## config.mk

```make
export PLATFORM = sky130hd
export DESIGN_NAME = bmprle_parser
export DESIGN_NICKNAME = d
export VERILOG_FILES = /design/src/design/bmprle_pkg.sv /design/src/design/bmprle_parser.sv
export SDC_FILE = /design/constraint.sdc
export NUM_CORES = 1
export LEC_CHECK = 0
export BUFFER_PORTS_ARGS = -buffer_cell sky130_fd_sc_hd__buf_2
export CAP_MARGIN = 20
export CORE_UTILIZATION = 58
export DETAILED_ROUTE_END_ITERATION = 8
export GPL_TIMING_DRIVEN = 1
export HOLD_SLACK_MARGIN = 0.08
export PLACE_DENSITY = 0.83
export SYNTH_ARGS = -nofsm -noshare
export SYNTH_HDL_FRONTEND = slang
export SYNTH_SLANG_ARGS = --single-unit
```

## constraint.sdc

```tcl
create_clock -name clk -period 11.25 [get_ports clk]
set_input_delay 2.25 -clock clk [delete_from_list [all_inputs] [get_ports clk]]
set_output_delay 2.25 -clock clk [all_outputs]
set_load 0.03 [all_outputs]
```

## src/design/bmprle_pkg.sv

```systemverilog
`timescale 1ns / 1ps
package bmprle_pkg;

  localparam int PALETTE_DEPTH = 256;
  localparam int COORD_BITS    = 16;
  localparam int PAL_AW        = $clog2(PALETTE_DEPTH);
  localparam int POS_W         = COORD_BITS + 1;
  localparam logic [8:0] PAL_DEPTH_C = 9'(PALETTE_DEPTH);

  localparam int CFG_AW = 4;

  // Register indexes (byte address bits [3:2]).
  localparam logic [1:0] REG_WIDTH   = 2'd0;
  localparam logic [1:0] REG_HEIGHT  = 2'd1;
  localparam logic [1:0] REG_NIBBLE  = 2'd2;
  localparam logic [1:0] REG_ENTRIES = 2'd3;

  // Input operations.
  localparam logic [1:0] OP_PAL   = 2'd0;
  localparam logic [1:0] OP_BYTE  = 2'd1;
  localparam logic [1:0] OP_EOS   = 2'd2;
  localparam logic [1:0] OP_START = 2'd3;

  // Result kinds.
  localparam logic [1:0] KIND_SPAN = 2'd0;
  localparam logic [1:0] KIND_DONE = 2'd1;
  localparam logic [1:0] KIND_FAIL = 2'd2;

  localparam logic [7:0] NIB_MASK = 8'h0F;

  typedef struct packed {
    logic [15:0] image_width;
    logic [15:0] image_height;
    logic        nibble_mode;
    logic [8:0]  palette_entries;
  } cfg_t;

  typedef struct packed {
    logic        valid;
    logic [1:0]  kind;
    logic [15:0] x;
    logic [15:0] y;
    logic [7:0]  len;
    logic        odd_used;
  } res_t;

endpackage

```

## src/design/bmprle_parser.sv

```systemverilog
`timescale 1ns / 1ps
module bmprle_parser
  import bmprle_pkg::*;
(
  input  logic              clk,
  input  logic              rst_n,
  input  cfg_t              cfg,
  input  logic              accept,
  input  logic [1:0]        operation,
  input  logic [7:0]        palette_slot,
  input  logic [31:0]       palette_argb,
  input  logic [7:0]        data_byte,
  output logic              pal_we,
  output logic [PAL_AW-1:0] pal_waddr,
  output logic [31:0]       pal_wdata,
  output logic              pal_re,
  output logic [PAL_AW-1:0] even_addr,
  output logic [PAL_AW-1:0] odd_addr,
  output res_t              res
);

  localparam logic [2:0] PH_COUNT = 3'd0;
  localparam logic [2:0] PH_CMD   = 3'd1;
  localparam logic [2:0] PH_DX    = 3'd2;
  localparam logic [2:0] PH_DY    = 3'd3;
  localparam logic [2:0] PH_LIT   = 3'd4;
  localparam logic [2:0] PH_PAD   = 3'd5;

  logic [2:0]       phase_r, phase_nxt;
  logic [7:0]       run_count_r, run_count_nxt;
  logic [POS_W-1:0] column_r, column_nxt;
  logic [POS_W-1:0] line_r, line_nxt;
  logic [7:0]       lit_pixels_r, lit_pixels_nxt;
  logic [7:0]       lit_left_r, lit_left_nxt;
  logic [7:0]       lit_index_r, lit_index_nxt;
  logic             pad_r, pad_nxt;
  logic [7:0]       dx_r, dx_nxt;
  logic             ended_r, ended_nxt;

  logic [COORD_BITS-1:0] w, h;
  logic                  sp_do;
  logic [7:0]            sp_len, sp_ei, sp_oi;
  logic                  fin;
  logic [1:0]            fin_kind;
  logic                  sp_ok;
  logic [POS_W:0]        sp_end;
  logic [POS_W-1:0]      y_full;
  logic [8:0]            lit_bytes;

  assign w = COORD_BITS'(cfg.image_width);
  assign h = COORD_BITS'(cfg.image_height);

  assign sp_end = {1'b0, column_r} + (POS_W + 1)'(sp_len);
  assign y_full = POS_W'(h) - POS_W'(1) - line_r;
  assign sp_ok  = (line_r < POS_W'(h)) && (sp_end <= (POS_W + 1)'(w)) &&
                  ({1'b0, sp_ei} < cfg.palette_entries) && ({1'b0, sp_ei} < PAL_DEPTH_C) &&
                  ((sp_len < 8'd2) ||
                   (({1'b0, sp_oi} < cfg.palette_entries) && ({1'b0, sp_oi} < PAL_DEPTH_C)));
  assign lit_bytes = cfg.nibble_mode ? ({1'b0, data_byte} + 9'd1) >> 1 : {1'b0, data_byte};

  always_comb begin
    phase_nxt      = phase_r;
    run_count_nxt  = run_count_r;
    column_nxt     = column_r;
    line_nxt       = line_r;
    lit_pixels_nxt = lit_pixels_r;
    lit_left_nxt   = lit_left_r;
    lit_index_nxt  = lit_index_r;
    pad_nxt        = pad_r;
    dx_nxt         = dx_r;
    ended_nxt      = ended_r;
    sp_do          = 1'b0;
    sp_len         = 8'd0;
    sp_ei          = 8'd0;
    sp_oi          = 8'd0;
    fin            = 1'b0;
    fin_kind       = KIND_FAIL;
    pal_we         = 1'b0;

    if (accept) begin
      case (operation)
        OP_PAL: begin
          pal_we = ({1'b0, palette_slot} < PAL_DEPTH_C);
        end
        OP_START: begin
          phase_nxt      = PH_COUNT;
          run_count_nxt  = 8'd0;
          column_nxt     = '0;
          line_nxt       = '0;
          lit_pixels_nxt = 8'd0;
          lit_left_nxt   = 8'd0;
          lit_index_nxt  = 8'd0;
          pad_nxt        = 1'b0;
          dx_nxt         = 8'd0;
          ended_nxt      = 1'b0;
        end
        OP_EOS: begin
          fin = !ended_r;
        end
        default: begin
          if (!ended_r) begin
            unique case (phase_r)
              PH_COUNT: begin
                run_count_nxt = data_byte;
                phase_nxt     = PH_CMD;
              end
              PH_CMD: begin
                phase_nxt = PH_COUNT;
                if (run_count_r != 8'd0) begin
                  sp_do  = 1'b1;
                  sp_len = run_count_r;
                  sp_ei  = cfg.nibble_mode ? data_byte >> 4 : data_byte;
                  sp_oi  = cfg.nibble_mode ? data_byte & NIB_MASK : data_byte;
                end else if (data_byte == 8'd0) begin
                  // End of line.
                  column_nxt = '0;
                  line_nxt   = line_r + POS_W'(1);
                  fin        = (line_nxt > POS_W'(h));
                end else if (data_byte == 8'd1) begin
                  fin      = 1'b1;
                  fin_kind = (line_r < POS_W'(h)) ? KIND_DONE : KIND_FAIL;
                end else if (data_byte == 8'd2) begin
                  phase_nxt = PH_DX;
                end else begin
                  lit_pixels_nxt = data_byte;
                  lit_left_nxt   = lit_bytes[7:0];
                  lit_index_nxt  = 8'd0;
                  pad_nxt        = lit_bytes[0];
                  phase_nxt      = PH_LIT;
                end
              end
              PH_DX: begin
                dx_nxt    = data_byte;
                phase_nxt = PH_DY;
              end
              PH_DY: begin
                phase_nxt  = PH_COUNT;
                column_nxt = column_r + POS_W'(dx_r);
                line_nxt   = line_r + POS_W'(data_byte);
                fin        = (column_nxt > POS_W'(w)) || (line_nxt >= POS_W'(h));
              end
              PH_LIT: begin
                sp_do = 1'b1;
                if (cfg.nibble_mode) begin
                  // The last byte of an odd pixel count carries one pixel.
                  sp_len = ({lit_index_r, 1'b1} < {1'b0, lit_pixels_r}) ? 8'd2 : 8'd1;
                  sp_ei  = data_byte >> 4;
                  sp_oi  = data_byte & NIB_MASK;
                end else begin
                  sp_len = 8'd1;
                  sp_ei  = data_byte;
                  sp_oi  = data_byte;
                end
                lit_index_nxt = lit_index_r + 8'd1;
                lit_left_nxt  = lit_left_r - 8'd1;
                if (lit_left_nxt == 8'd0) begin
                  phase_nxt = pad_r ? PH_PAD : PH_COUNT;
                end
              end
              PH_PAD: begin
                pad_nxt   = 1'b0;
                phase_nxt = PH_COUNT;
              end
              default: begin
                phase_nxt = PH_COUNT;
              end
            endcase
          end
        end
      endcase

      if (sp_do) begin
        if (sp_ok) begin
          column_nxt = sp_end[POS_W-1:0];
        end else begin
          fin = 1'b1;
        end
      end
      if (fin) begin
        ended_nxt = 1'b1;
      end
    end
  end

  always_comb begin
    res = '0;
    if (fin) begin
      res.valid = 1'b1;
      res.kind  = fin_kind;
    end else if (sp_do) begin
      res.valid    = 1'b1;
      res.kind     = KIND_SPAN;
      res.x        = 16'(column_r);
      res.y        = 16'(y_full);
      res.len      = sp_len;
      res.odd_used = (sp_len >= 8'd2);
    end
  end

  assign pal_re    = accept & sp_do & ~fin;
  assign even_addr = sp_ei[PAL_AW-1:0];
  assign odd_addr  = sp_oi[PAL_AW-1:0];
  assign pal_waddr = palette_slot[PAL_AW-1:0];
  assign pal_wdata = palette_argb;

  always_ff @(posedge clk) begin
    if (!rst_n) begin
      phase_r      <= PH_COUNT;
      run_count_r  <= 8'd0;
      column_r     <= '0;
      line_r       <= '0;
      lit_pixels_r <= 8'd0;
      lit_left_r   <= 8'd0;
      lit_index_r  <= 8'd0;
      pad_r        <= 1'b0;
      dx_r         <= 8'd0;
      ended_r      <= 1'b0;
    end else begin
      phase_r      <= phase_nxt;
      run_count_r  <= run_count_nxt;
      column_r     <= column_nxt;
      line_r       <= line_nxt;
      lit_pixels_r <= lit_pixels_nxt;
      lit_left_r   <= lit_left_nxt;
      lit_index_r  <= lit_index_nxt;
      pad_r        <= pad_nxt;
      dx_r         <= dx_nxt;
      ended_r      <= ended_nxt;
    end
  end

endmodule

```

Yosys cells after proc, flatten, opt, wreduce, memory -nomap -nowiden
Index checks and enable logic that the tools add are counted.
W data, S select, Z words.
{ "totals": {"regBits": 79, "output_inout_bits": 102, "in_bits": 95, "word_cells": 188} }
{ "op_classes": {"n_reduce_logical": 29, "add_sub_neg": 9, "muxes": 106, "bitwise_logic": 4, "n_eq_ne": 20, "magnitude_cmp": 10} }
{ "op_table": {"columns": ["cell", "count"], "rows": [
  ["$mux W8", 35],
  ["$pmux W8 S2", 10],
  ["$mux W17", 8],
  ["$pmux W17 S2", 4],
  ["$mux W44", 1],
  ["$mux W41", 1],
  ["$add A17 B8 Y17", 2],
  ["$gt A17 B16 Y1", 2],
  ["$mux W3", 8],
  ["$reduce_and A8 Y1", 3],
  ["$mux W1", 22],
  ["$mux W2", 10],
  ["$add A17 B8 Y18", 1],
  ["$le A18 B16 Y1", 1],
  ["$lt A8 B9 Y1", 2],
  ["$add A17 B1 Y17 const B", 1],
  ["$ge A17 B16 Y1", 1],
  ["$lt A17 B16 Y1", 1],
  ["$logic_not A8 Y1", 2],
  ["$sub A16 B1 Y16 const B", 1],
  ["$sub A16 B16 Y16", 1],
  ["$ne A3 B3 Y1 const B", 5],
  ["$pmux W3 S4", 1],
  ["$reduce_and A4 Y1", 3],
  ["other kinds (30)", 52]
]} }

Depth between registers and ports, before layout
Gate-level depths: netlist of run 1.
{ "depth": {"depth_word": 18, "depth_mapped": 26, "mapped_depth_nobuf": 24} }

Worst setup path after synthesis of run 1
OpenSTA, ideal clock, no wires.
{ "synth_path": {"path_kind": "input to output", "from": "in operation[1]", "to": "out res[11] (netlist bit)", "t_arrival_ns": 7.452, "cell_stages": 23, "slack_ns": 1.548, "t_required_ns": 9.000, "n_path_buf": 4, "path_cell_list": "clkbuf_1 -> nor2b_1 -> clkbuf_1 -> and2_1 -> clkbuf_1 -> nand2_1 -> o21ai_0 -> ha_1 -> a21oi_1 -> o21ai_0 -> nor4_1 -> o32ai_1 -> nand2_1 -> xnor2_1 -> ha_1 -> nand2_1 -> or4_1 -> o31ai_1 -> o21bai_1 -> nor4_4 -> nand3_1 -> buf_2 -> nor3_1"} }
{ "synth_lines": {"columns": ["element", "line_no", "text"], "rows": [
  ["start: declaration", "bmprle_parser.sv:9", "input logic [1:0] operation,"],
  ["end: declaration", "bmprle_parser.sv:19", "output res_t res"]
]} }

==> results of run 1 <==
[synthesized netlist by cell type, types with 4 or more instances]
library cell	n
ha_1	142
nor2_1	142
nand2_1	92
inv_1	86
a21oi_1	85
o21ai_0	79
dfxtp_1	78
xnor2_1	54
buf_4	45
clkbuf_1	45
mux2i_1	38
and2_1	32
nand3_1	31
nor3_1	29
a21o_1	28
and3_1	23
nand4_1	23
nor2b_1	21
xor2_1	17
o21a_1	15
a211oi_1	14
a31oi_1	14
nand3b_1	12
nor4_1	11
a22o_1	10
nand2b_1	10
a22oi_1	7
and4_1	7
o211ai_1	7
o31ai_1	7
a2111oi_0	6
o2111ai_1	6
o21bai_1	6
a221oi_1	5
buf_2	5
o22ai_1	5
a211o_1	4
buf_1	4
fa_1	4
or4_1	4
[final timing paths]
kind	start	to	slack, ps	cells past startpoint
max	operation[0]	res[20]	790	22
max reg2reg	phase_r[2]$_SDFFE_PN0P_	column_r[13]$_SDFFE_PN0P_	4770	20
min reg2reg	lit_index_r[7]$_SDFFE_PN0P_	lit_index_r[7]$_SDFFE_PN0P_	480	1
min	lit_index_r[7]$_SDFFE_PN0P_	lit_index_r[7]$_SDFFE_PN0P_	480	1
[power by group]
group / switching (mW) / internal, mW
sequential: 0.00539 / 0.280
clock: 0.129 / 0.174
combinational: 0.0925 / 0.0553
[cell usage in the layout, fill, tap and decap left out, types with 4 or more instances in the layout]
cell type and count:
inv_1 86, o21a_1 15, mux2i_1 38, o211ai_1 7, a221oi_1 5, nand3b_1 12, buf_4 6, and4_1 7
dfxtp_1 78, a211oi_1 14, o22ai_1 5, o21bai_1 6, clkbuf_16 9, a22oi_1 7, fa_1 4, a211o_1 4
ha_1 142, nand3_1 31, and2_1 32, o2111ai_1 6, buf_2 116, nand2b_1 10, nand2_1 92, o21ai_0 79
a21o_1 28, xnor2_1 54, a21oi_1 85, nor2b_1 21, a22o_1 10, o31ai_1 7, nor3_1 29, nor4_1 11
nor2_1 142, and3_1 23, xor2_1 17, or4_1 4, a2111oi_0 6, nand4_1 23, a31oi_1 14
[sequential cells by signal, indices dropped and copies added, names as in the netlist]
signal,cells
column_r,17
dx_r,8
ended_r,1
line_r,17
lit_index_r,8
lit_left_r,8
lit_pixels_r,7
pad_r,1
phase_r,3
run_count_r,8
[worst max-delay path, cell delays in order]
cell and delay (ps):
buf_2 170, nor2b_1 460, and2_1 400, nand2_1 200
o21ai_0 270, ha_1 240, a21oi_1 90, o21ai_0 340
nor4_1 120, o32ai_1 820, nand2_1 230, xnor2_1 180
ha_1 300, nand2_1 60, or4_1 490, o31ai_1 100
o21bai_1 150, nor4_4 400, nand3_1 160, inv_2 350
o311a_1 230, buf_2 190
[cells by family (layout without fill, tap and decap cells)]
kind of cell,Yosys count,after routing,share of synthesized area
flip-flops,78,78,0.158
multiplexers,39,39,0.0398
adder cells (fa/ha/maj),146,146,0.188
AND/OR/NAND/NOR,457,457,0.231
XOR/XNOR,71,71,0.0631
buffers and inverters,190,227,0.0911
AO/OA/AOI/OAI,339,339,0.228
[layout make-up]
class                   count  area share
clock buffers              10      0.0218
clock inverters             6     0.00656
inverters                  89      0.0319
multi-input cells        1052       0.705
flip-flops and latches     78       0.149
well taps                 220      0.0262
repair buffers            122      0.0597
[metal layers]
metal / part of all wire / vias up / wire [um]
met2: 0.45 / 521 / 12600
li1: - / 4757 / -
met5: 0 / - / 0
met4: 0.020 / 0 / 555
met1: 0.44 / 4548 / 12300
met3: 0.098 / 51 / 2760
==> metrics.csv, run 1 <==
stage,metric,value,unit
status,status,completed,
floorplanning,io_pins,197,
clock_tree,cts_root_buffer,clkbuf_16,
global_routing,grtUsageMet3,0.0623,
layout,multiInputGateArea,0.00739,mm^2
sta,min_period_over_period,0.930,
global_routing,busiest_layer,met2,
drt,post_drt_via_cell_ratio,6.26,
synth,ys_seq_area_frac,0.158,
layout,utilization,0.632,
power,p_per_area,70.2,mW/mm^2
power,cellLeakagePower,5.15,nW
drt,drt-total-wl,28200,um
drt,drc,0,
drt,firstDrtPassIters,6,
global_routing,grt_max_degree,54,
layout,antenna_cells,0,
drt,vias,9877,
setup_path,worst-path-max-fanout,23,
placement,dpl.hpwl,21400,um
sta,whs,479,ps
synth,syn-num-nets,1561,
layout,areaGrowthSynthToFinish,6.45,%
global_routing,overflow,0,
layout,register_area,0.00156,mm^2
setup_path,cp.required,9000,ps
floorplanning,initial_core_util,0.594,
layout,final_nets,1593,
placement,place_ws,930,ps
global_routing,gr-usage-all-layers,0.316,
synth,ys_warn_count,0,
synth,synth_largest_area_cell,ha_1,
clock_tree,cts.htree.levels,3,
placement,gp_congestion,0.983,
synth,synthArstFlopShare,0,
global_routing,grt_pass1_vias,8878,
sta,finalHoldViolCount,0,
sta,setup_slack,790,ps
synth,syn_inst,1320,
clock_tree,tritoncts,yes,
synth,synthTopCellsByArea,"ha_1 18%, dfxtp_1 16%, nor2_1 5.4%",
floorplanning,die-area,0.0175,mm^2
clock_tree,numCtsBuffers,9,
layout,stdcell_count,1577,
clock_tree,cts_resized,0,
hold_path,hold_path_class,flip-flop to flip-flop,
sta,slew_headroom,0.267,
clock_tree,clock_path_buffers,2,
synth,avgSynthCellArea,7.46,um^2
clock_tree,clk_pin_slew,70,ps
floorplanning,die_w,132,um
synth,syn_area,0.00985,mm^2
clock_tree,cts_sinks,78,
global_routing,met1_usage,0.428,
sta,setup_tns,0,ps
sta,worstMarginPinSlew,1100,ps
synth,synth_edf_count,0,
sta,final.min_clock_period,10460,ps
placement,post-place-cells,1561,
synth,ys_ff_latch,78,
power,peakVddDrop,0.0797,mV
drt,ant_nets,0,
power,power,736,uW
global_routing,grt_pass1_wl,44800,um
drt,wl_per_cell,17.9,um
sta,rsz0062_at_grt,false,
setup_path,end_kind,output pin,
placement,dpl_cell_area,0.0102,mm^2
layout,drive_gt1_frac,0.116,
placement,port-buffer-count,116,
setup_path,critPathLaunchType,primary input,
clock_tree,clk_latency,350,ps
setup_path,crit_arrival,8210,ps
floorplanning,core,0.0166,mm^2
synth,synthFlopType,dfxtp_1,
floorplanning,die_y,132,um
floorplanning,fp-row-count,47,
global_routing,antenna_found_initial,0,
global_routing,use_met2,0.509,
sta,final_max_slew_viol_count,0,
drt,drtIter0Drc,941,
clock_tree,cts_setup_buffers,0,
synth,synth_top_area_share,0.180,
layout,fin_area,0.0105,mm^2
sta,finClkSkew,13.4,ps
layout,fill_cells,1521,
sta,fmax,0.0956,GHz
sta,finalSetupViolations,0,
run,max_cap_viol_count,0,
setup_path,crit_type,primary input to output pin,
clock_tree,cts-hold-fix-buffers,0,
synth,yosysUniqueCellTypes,82,
(Power assumes the default switching activity.)
==> run 2: changes to the inputs <==
Settings changed: RECOVER_POWER set to 25.
==> metrics.csv, run 2 (synthesized netlist as in run 1, its figures left out) <==
stage,metric,value,unit,change
layout,layout_common_cells,"142 x nor2_1, 142 x ha_1, 114 x buf_2",,
power,power.share.switching,0.308,,about the same
sta,final_max_slew_viol_count,1,,+1
drt,firstDrtPassIters,7,,+1
drt,ant_nets,0,,unchanged
clock_tree,cts_sinks,78,,unchanged
clock_tree,clock_path_buffers,2,,unchanged
power,p_per_area,70.3,mW/mm^2,about the same
drt,drtIter0Drc,950,,+0.96%
status,violations,"capacitance limit, slew limit",,
setup_path,critPathLaunchType,primary input,,
clock_tree,numCtsBuffers,9,,unchanged
setup_path,critPathCapture,res[8],,
setup_path,crit_cells,22,,unchanged
setup_path,crit_arrival,8200,ps,about the same
status,status,"finished, violations left",,
sta,finClkSkew,13.7,ps,+0.227 ps
floorplanning,die_w,132,um,unchanged
clock_tree,cts_root_buffer,clkbuf_16,,
layout,areaGrowthSynthToFinish,6.35,%,about the same
power,p_switching,227,uW,about the same
floorplanning,fp-row-count,47,,unchanged
drt,vias,9906,,+0.29%
layout,register_area,0.00156,mm^2,unchanged
floorplanning,die_y,132,um,unchanged
power,p_int,509,uW,about the same
sta,slew_headroom,-0.00927,,-0.276
layout,final_nets,1593,,unchanged
placement,gp_congestion,0.983,,unchanged
setup_path,slowest_stage,o32ai_1,,
global_routing,grt_pass1_wl,44800,um,unchanged
placement,port-buffer-count,116,,unchanged
global_routing,grt_max_degree,54,,unchanged
setup_path,rrSetupSlack,4750,ps,-20 ps
global_routing,grt_pass1_vias,8878,,unchanged
layout,drive_gt1_frac,0.113,,-0.00295
drt,post_drt_via_cell_ratio,6.28,,+0.29%
global_routing,antenna_found_initial,0,,unchanged
layout,antenna_cells,0,,unchanged
sta,worstMarginPinSlew,1500,ps,+402 ps
clock_tree,clk_pin_slew,70,ps,about the same
setup_path,crit_start,operation[0],,
power,power_frac_clock,0.411,,about the same
layout,fill_cells,1519,,-0.13%
setup_path,regToRegEndpoint,column_r[13]$_SDFFE_PN0P_,,
sta,finalSetupViolations,0,,unchanged
sta,setup_tns,0,ps,unchanged
global_routing,gr-usage-all-layers,0.316,,unchanged
power,comb_power_share,0.200,,about the same
sta,rsz0062_at_grt,false,,
setup_path,crit_type,primary input to output pin,,
clock_tree,cts_setup_buffers,0,,unchanged
setup_path,slowest_delay,820,ps,about the same
floorplanning,core,0.0166,mm^2,unchanged
setup_path,critPathTopFamily,simple AND/OR/NAND/NOR gates,,
setup_path,end_kind,output pin,,
clock_tree,tritoncts,yes,,
sta,setup_slack,796,ps,+6.77 ps
drt,drc,0,,unchanged
setup_path,path_buf_inv,3,,unchanged
power,peakVddDrop,0.0801,mV,+0.52%
sta,min_period_over_period,0.929,,about the same
setup_path,crit_chain,"buf_2, nor2b_1, nand2_1, nor2_1, a22o_1, ha_1, a21oi_1, o21ai_0, nor4_1, o32ai_1, nand2_1, xnor2_1, ha_1, nand2_1, or4_1, o31ai_1, o21bai_1, nor4_4, nand3_1, inv_2, and3_1, buf_2",,
drt,wl_per_cell,17.8,um,-0.17%
clock_tree,clk_latency,350,ps,about the same
floorplanning,io_pins,197,,unchanged
clock_tree,cts.htree.levels,3,,unchanged
floorplanning,initial_core_util,0.594,,unchanged
setup_path,ff2ff_path_depth,20,,unchanged
floorplanning,die-area,0.0175,mm^2,unchanged
power,power_frac_seq,0.388,,about the same
clock_tree,cts-hold-fix-buffers,0,,unchanged
clock_tree,cts_resized,0,,unchanged
layout,largestRegisters,"column_r (17), line_r (17)",,
placement,place_ws,930,ps,unchanged
setup_path,worst-path-max-fanout,23,,unchanged
global_routing,overflow,0,,unchanged
drt,drt-total-wl,28100,um,-0.17%
sta,final.min_clock_period,10450,ps,-6.77 ps
setup_path,timing.critical_path.mode_cell,nand2_1,,
hold_path,hold_path_class,flip-flop to flip-flop,,
setup_path,rr_startpoint,phase_r[2]$_SDFFE_PN0P_,,
sta,fmax,0.0957,GHz,about the same
sta,finalHoldViolCount,0,,unchanged
power,cellLeakagePower,5.14,nW,-0.20%
layout,multiInputGateArea,0.00739,mm^2,about the same
run,max_cap_viol_count,2,,+2
placement,dpl.hpwl,21400,um,unchanged
setup_path,cp.required,9000,ps,about the same
## run 2: cell types whose count changed in the layout (fill, tap and decap cells not counted)
cell | previous run | this run
and2_1 | 32 | 31
o21ai_2 | 2 | 1
buf_2 | 116 | 114
o21ai_1 | 3 | 0
and2_0 | 2 | 3
clkbuf_1 | 1 | 4
o21ai_0 | 79 | 83
buf_4 | 6 | 5
## run 2: how the worst min path moves through the flow
stage,from,end,slack [ps],cells past startpoint
2_1_floorplan,lit_index_r[7]$_SDFFE_PN0P_,lit_index_r[7]$_SDFFE_PN0P_,430,1
3_3_place_gp,lit_index_r[7]$_SDFFE_PN0P_,lit_index_r[7]$_SDFFE_PN0P_,450,1
4_1_cts,lit_index_r[7]$_SDFFE_PN0P_,lit_index_r[7]$_SDFFE_PN0P_,480,1
6_report,lit_index_r[7]$_SDFFE_PN0P_,lit_index_r[7]$_SDFFE_PN0P_,480,1
3_5_place_dp,lit_index_r[7]$_SDFFE_PN0P_,lit_index_r[7]$_SDFFE_PN0P_,460,1
5_1_grt,lit_index_r[7]$_SDFFE_PN0P_,lit_index_r[7]$_SDFFE_PN0P_,500,1
## run 2: cell type report
| cell class | instances | area share |
|---|---|---|
| Multi-Input combinational cell | 1052 | 0.705 |
| Sequential cell | 78 | 0.149 |
| Inverter | 89 | 0.0319 |
| Tap cell | 220 | 0.0263 |
| Clock buffer | 10 | 0.0219 |
| Clock inverter | 6 | 0.00657 |
| Timing Repair Buffer | 122 | 0.0591 |
## run 2: layer usage
layer | vias up | track usage | routed length (um)
li1 | 4754 | - | -
met4 | 0 | 0.0824 | 642
met2 | 528 | 0.509 | 12400
met3 | 59 | 0.0623 | 2650
met5 | - | 0 | 0
met1 | 4565 | 0.428 | 12400
## run 2: power groups by stage
stage,Combinational (mW),Clock [mW],Sequential (mW)
final,0.147,0.303,0.286
after global routing,0.162,0.317,0.286
after CTS,0.145,0.303,0.286
after detailed placement,0.144,0,0.292
after global placement,0.141,0,0.292
after floorplan,0.129,0,0.289
## run 2: through the flow
stage	util	hold slack [ps]	cells	total power [mW]	instance area, um^2
after CTS	0.632	476	1577	0.734	10500
final	0.632	478	1577	0.736	10500
after global routing	0.632	504	1577	0.766	10500
after global placement	0.614	448	1561	0.433	10200
after floorplan	-	433	1320	0.418	9850
after detailed placement	0.614	464	1561	0.436	10200
==> run 3: changes to the inputs <==
--- a/config.mk
+++ b/config.mk
@@ -15,2 +15,3 @@
 export RECOVER_POWER = 25
+export SLEW_MARGIN = 15
 export SYNTH_ARGS = -nofsm -noshare
==> constraint.sdc (replaced) <==
create_clock -name clk -period 11.25 [get_ports clk]
set_input_delay 0.5625 -clock clk [delete_from_list [all_inputs] [get_ports clk]]
set_output_delay 0.5625 -clock clk [all_outputs]
set_load 0.03 [all_outputs]
==> metrics.csv, run 3 (synthesized netlist as in run 1, its figures left out) <==
stage,metric,value,unit,change
placement,port-buffer-count,116,,unchanged
sta,final.min_clock_period,7740,ps,-2710 ps
drt,drc,0,,unchanged
power,comb_power_share,0.203,,+0.003
sta,final_max_slew_viol_count,20,,+19
setup_path,crit_arrival,7180,ps,-1020 ps
power,power,729,uW,-0.98%
floorplanning,initial_core_util,0.594,,unchanged
hold_path,holdPathStages,1,,unchanged
hold_path,hold_path_class,flip-flop to flip-flop,,
global_routing,overflow,0,,unchanged
sta,finalHoldViolCount,0,,unchanged
run,max_cap_viol_count,2,,unchanged
setup_path,ff2ff_path_depth,20,,unchanged
layout,layout_common_cells,"142 x nor2_1, 142 x ha_1, 114 x buf_2",,
drt,vias,9961,,+0.56%
layout,final_nets,1592,,-0.063%
drt,firstDrtPassIters,5,,-2
placement,place_ws,4110,ps,+3180 ps
drt,ant_nets,0,,unchanged
clock_tree,tritoncts,yes,,
clock_tree,cts-hold-fix-buffers,0,,unchanged
sta,setup_slack,3510,ps,+2710 ps
layout,drive_gt1_frac,0.115,,+0.00156
clock_tree,clock_path_buffers,2,,unchanged
setup_path,worst-path-max-fanout,25,,+8.7%
clock_tree,clk_pin_slew,70,ps,about the same
placement,dpl.hpwl,21700,um,+1.5%
floorplanning,die_y,132,um,unchanged
setup_path,crit_type,primary input to output pin,,
status,violations,"capacitance limit, slew limit",,
drt,wl_per_cell,18.2,um,+1.9%
power,power_frac_clock,0.405,,-0.006
floorplanning,die_w,132,um,unchanged
placement,dpl_cell_area,0.0102,mm^2,about the same
sta,fmax,0.129,GHz,+35%
setup_path,rrSetupSlack,4610,ps,-140 ps
setup_path,cp.required,10690,ps,+1690 ps
layout,areaGrowthSynthToFinish,6.32,%,about the same
drt,post_drt_via_cell_ratio,6.31,,+0.49%
sta,min_period_over_period,0.688,,-0.241
global_routing,grt_max_degree,54,,unchanged
sta,worstMarginPinSlew,1530,ps,+30.0 ps
clock_tree,cts_sinks,78,,unchanged
clock_tree,cts.htree.levels,3,,unchanged
floorplanning,io_pins,197,,unchanged
power,power.share.switching,0.327,,+0.0189
sta,finClkSkew,11.8,ps,-1.85 ps
clock_tree,cts_root_buffer,clkbuf_16,,
power,p_switching,238,uW,+5.1%
hold_path,hold_start,lit_index_r[7]$_SDFFE_PN0P_,,
setup_path,critPathLaunchType,primary input,,
global_routing,grt_pass1_wl,47100,um,+5.1%
setup_path,regToRegEndpoint,column_r[13]$_SDFFE_PN0P_,,
power,peakVddDrop,0.0758,mV,-5.3%
drt,drtIter0Drc,1008,,+6.1%
sta,finalSetupViolations,0,,unchanged
sta,setup_tns,0,ps,unchanged
setup_path,end_kind,output pin,,
power,p_int,491,uW,-3.7%
clock_tree,numCtsBuffers,9,,unchanged
floorplanning,core,0.0166,mm^2,unchanged
layout,utilization,0.632,,about the same
global_routing,antenna_found_initial,2,,+2
setup_path,rr_startpoint,phase_r[2]$_SDFFE_PN0P_,,
power,power_frac_seq,0.393,,+0.005
status,status,"finished, violations left",,
clock_tree,cts_setup_buffers,0,,unchanged
clock_tree,clk_latency,360,ps,about the same
sta,rsz0062_at_grt,false,,
sta,slew_headroom,-0.0295,,-0.0202
hold_path,min_to,lit_index_r[7]$_SDFFE_PN0P_,,
clock_tree,cts_resized,0,,unchanged
floorplanning,die-area,0.0175,mm^2,unchanged
placement,gp_congestion,0.949,,-3.5%
power,cellLeakagePower,5.13,nW,about the same
floorplanning,fp-row-count,47,,unchanged
power,p_per_area,69.6,mW/mm^2,-0.95%
layout,largestRegisters,"column_r (17), line_r (17)",,
global_routing,grt_pass1_vias,9358,,+5.4%
drt,drt-total-wl,28700,um,+1.9%
global_routing,gr-usage-all-layers,0.330,,+0.0140
layout,fin_area,0.0105,mm^2,about the same
run 3: power by group through the flow:
stage	Clock [mW]	Combinational, mW	Sequential, mW
global route	0.308	0.164	0.287
finish	0.295	0.148	0.286
floorplan	0	0.129	0.289
CTS	0.296	0.145	0.286
global placement	0	0.141	0.292
detailed placement	0	0.144	0.292
run 3: final cells by class:
type,instances,area [um^2]
Clock buffer,9,225
Timing Repair Buffer,121,616
Clock inverter,7,65.1
Multi-Input combinational cell,1052,7390
Fill cell,1509,6110
Inverter,89,334
Antenna cell,2,5.00
Sequential cell,78,1560
Tap cell,220,275
run 3: routing by layer:
metal	GRT usage	part of all wire
met2	0.527	0.45
met5	0	0
met3	0.0696	0.094
met1	0.436	0.44
met4	0.117	0.023
run 3: through the flow:
stage                     hold slack, ps  instances
after floorplan                      433       1320
after global placement               449       1560
after detailed placement             464       1560
after CTS                            474       1576
after global routing                 506       1578
final                                478       1578
run 3: how the worst max path moves through the flow:
stage | startpoint | end | slack [ps] | depth (start not counted)
after floorplan | operation[1] | res[11] | 4920 | 23
final | accept | res[3] | 3510 | 22
after global placement | accept | res[20] | 4370 | 22
after detailed placement | accept | res[20] | 4110 | 24
after global routing | accept | res[20] | 3080 | 22
after CTS | accept | res[20] | 4130 | 22
run 3: worst max-delay path, stage by stage:
cell and delay [ps]:
clkbuf_1 800, nor2b_1 390, nand2_1 140, nor2_1 510, a22o_1 300, ha_1 190, a21oi_1 50, o21ai_0 310
nor4_1 120, o32ai_1 860, nand2_1 230, xnor2_1 180, ha_1 320, nand2_1 70, or4_1 500, o31ai_1 100
o21bai_1 160, nor4_4 420, nand3_1 170, inv_2 370, and3_1 230, buf_2 190
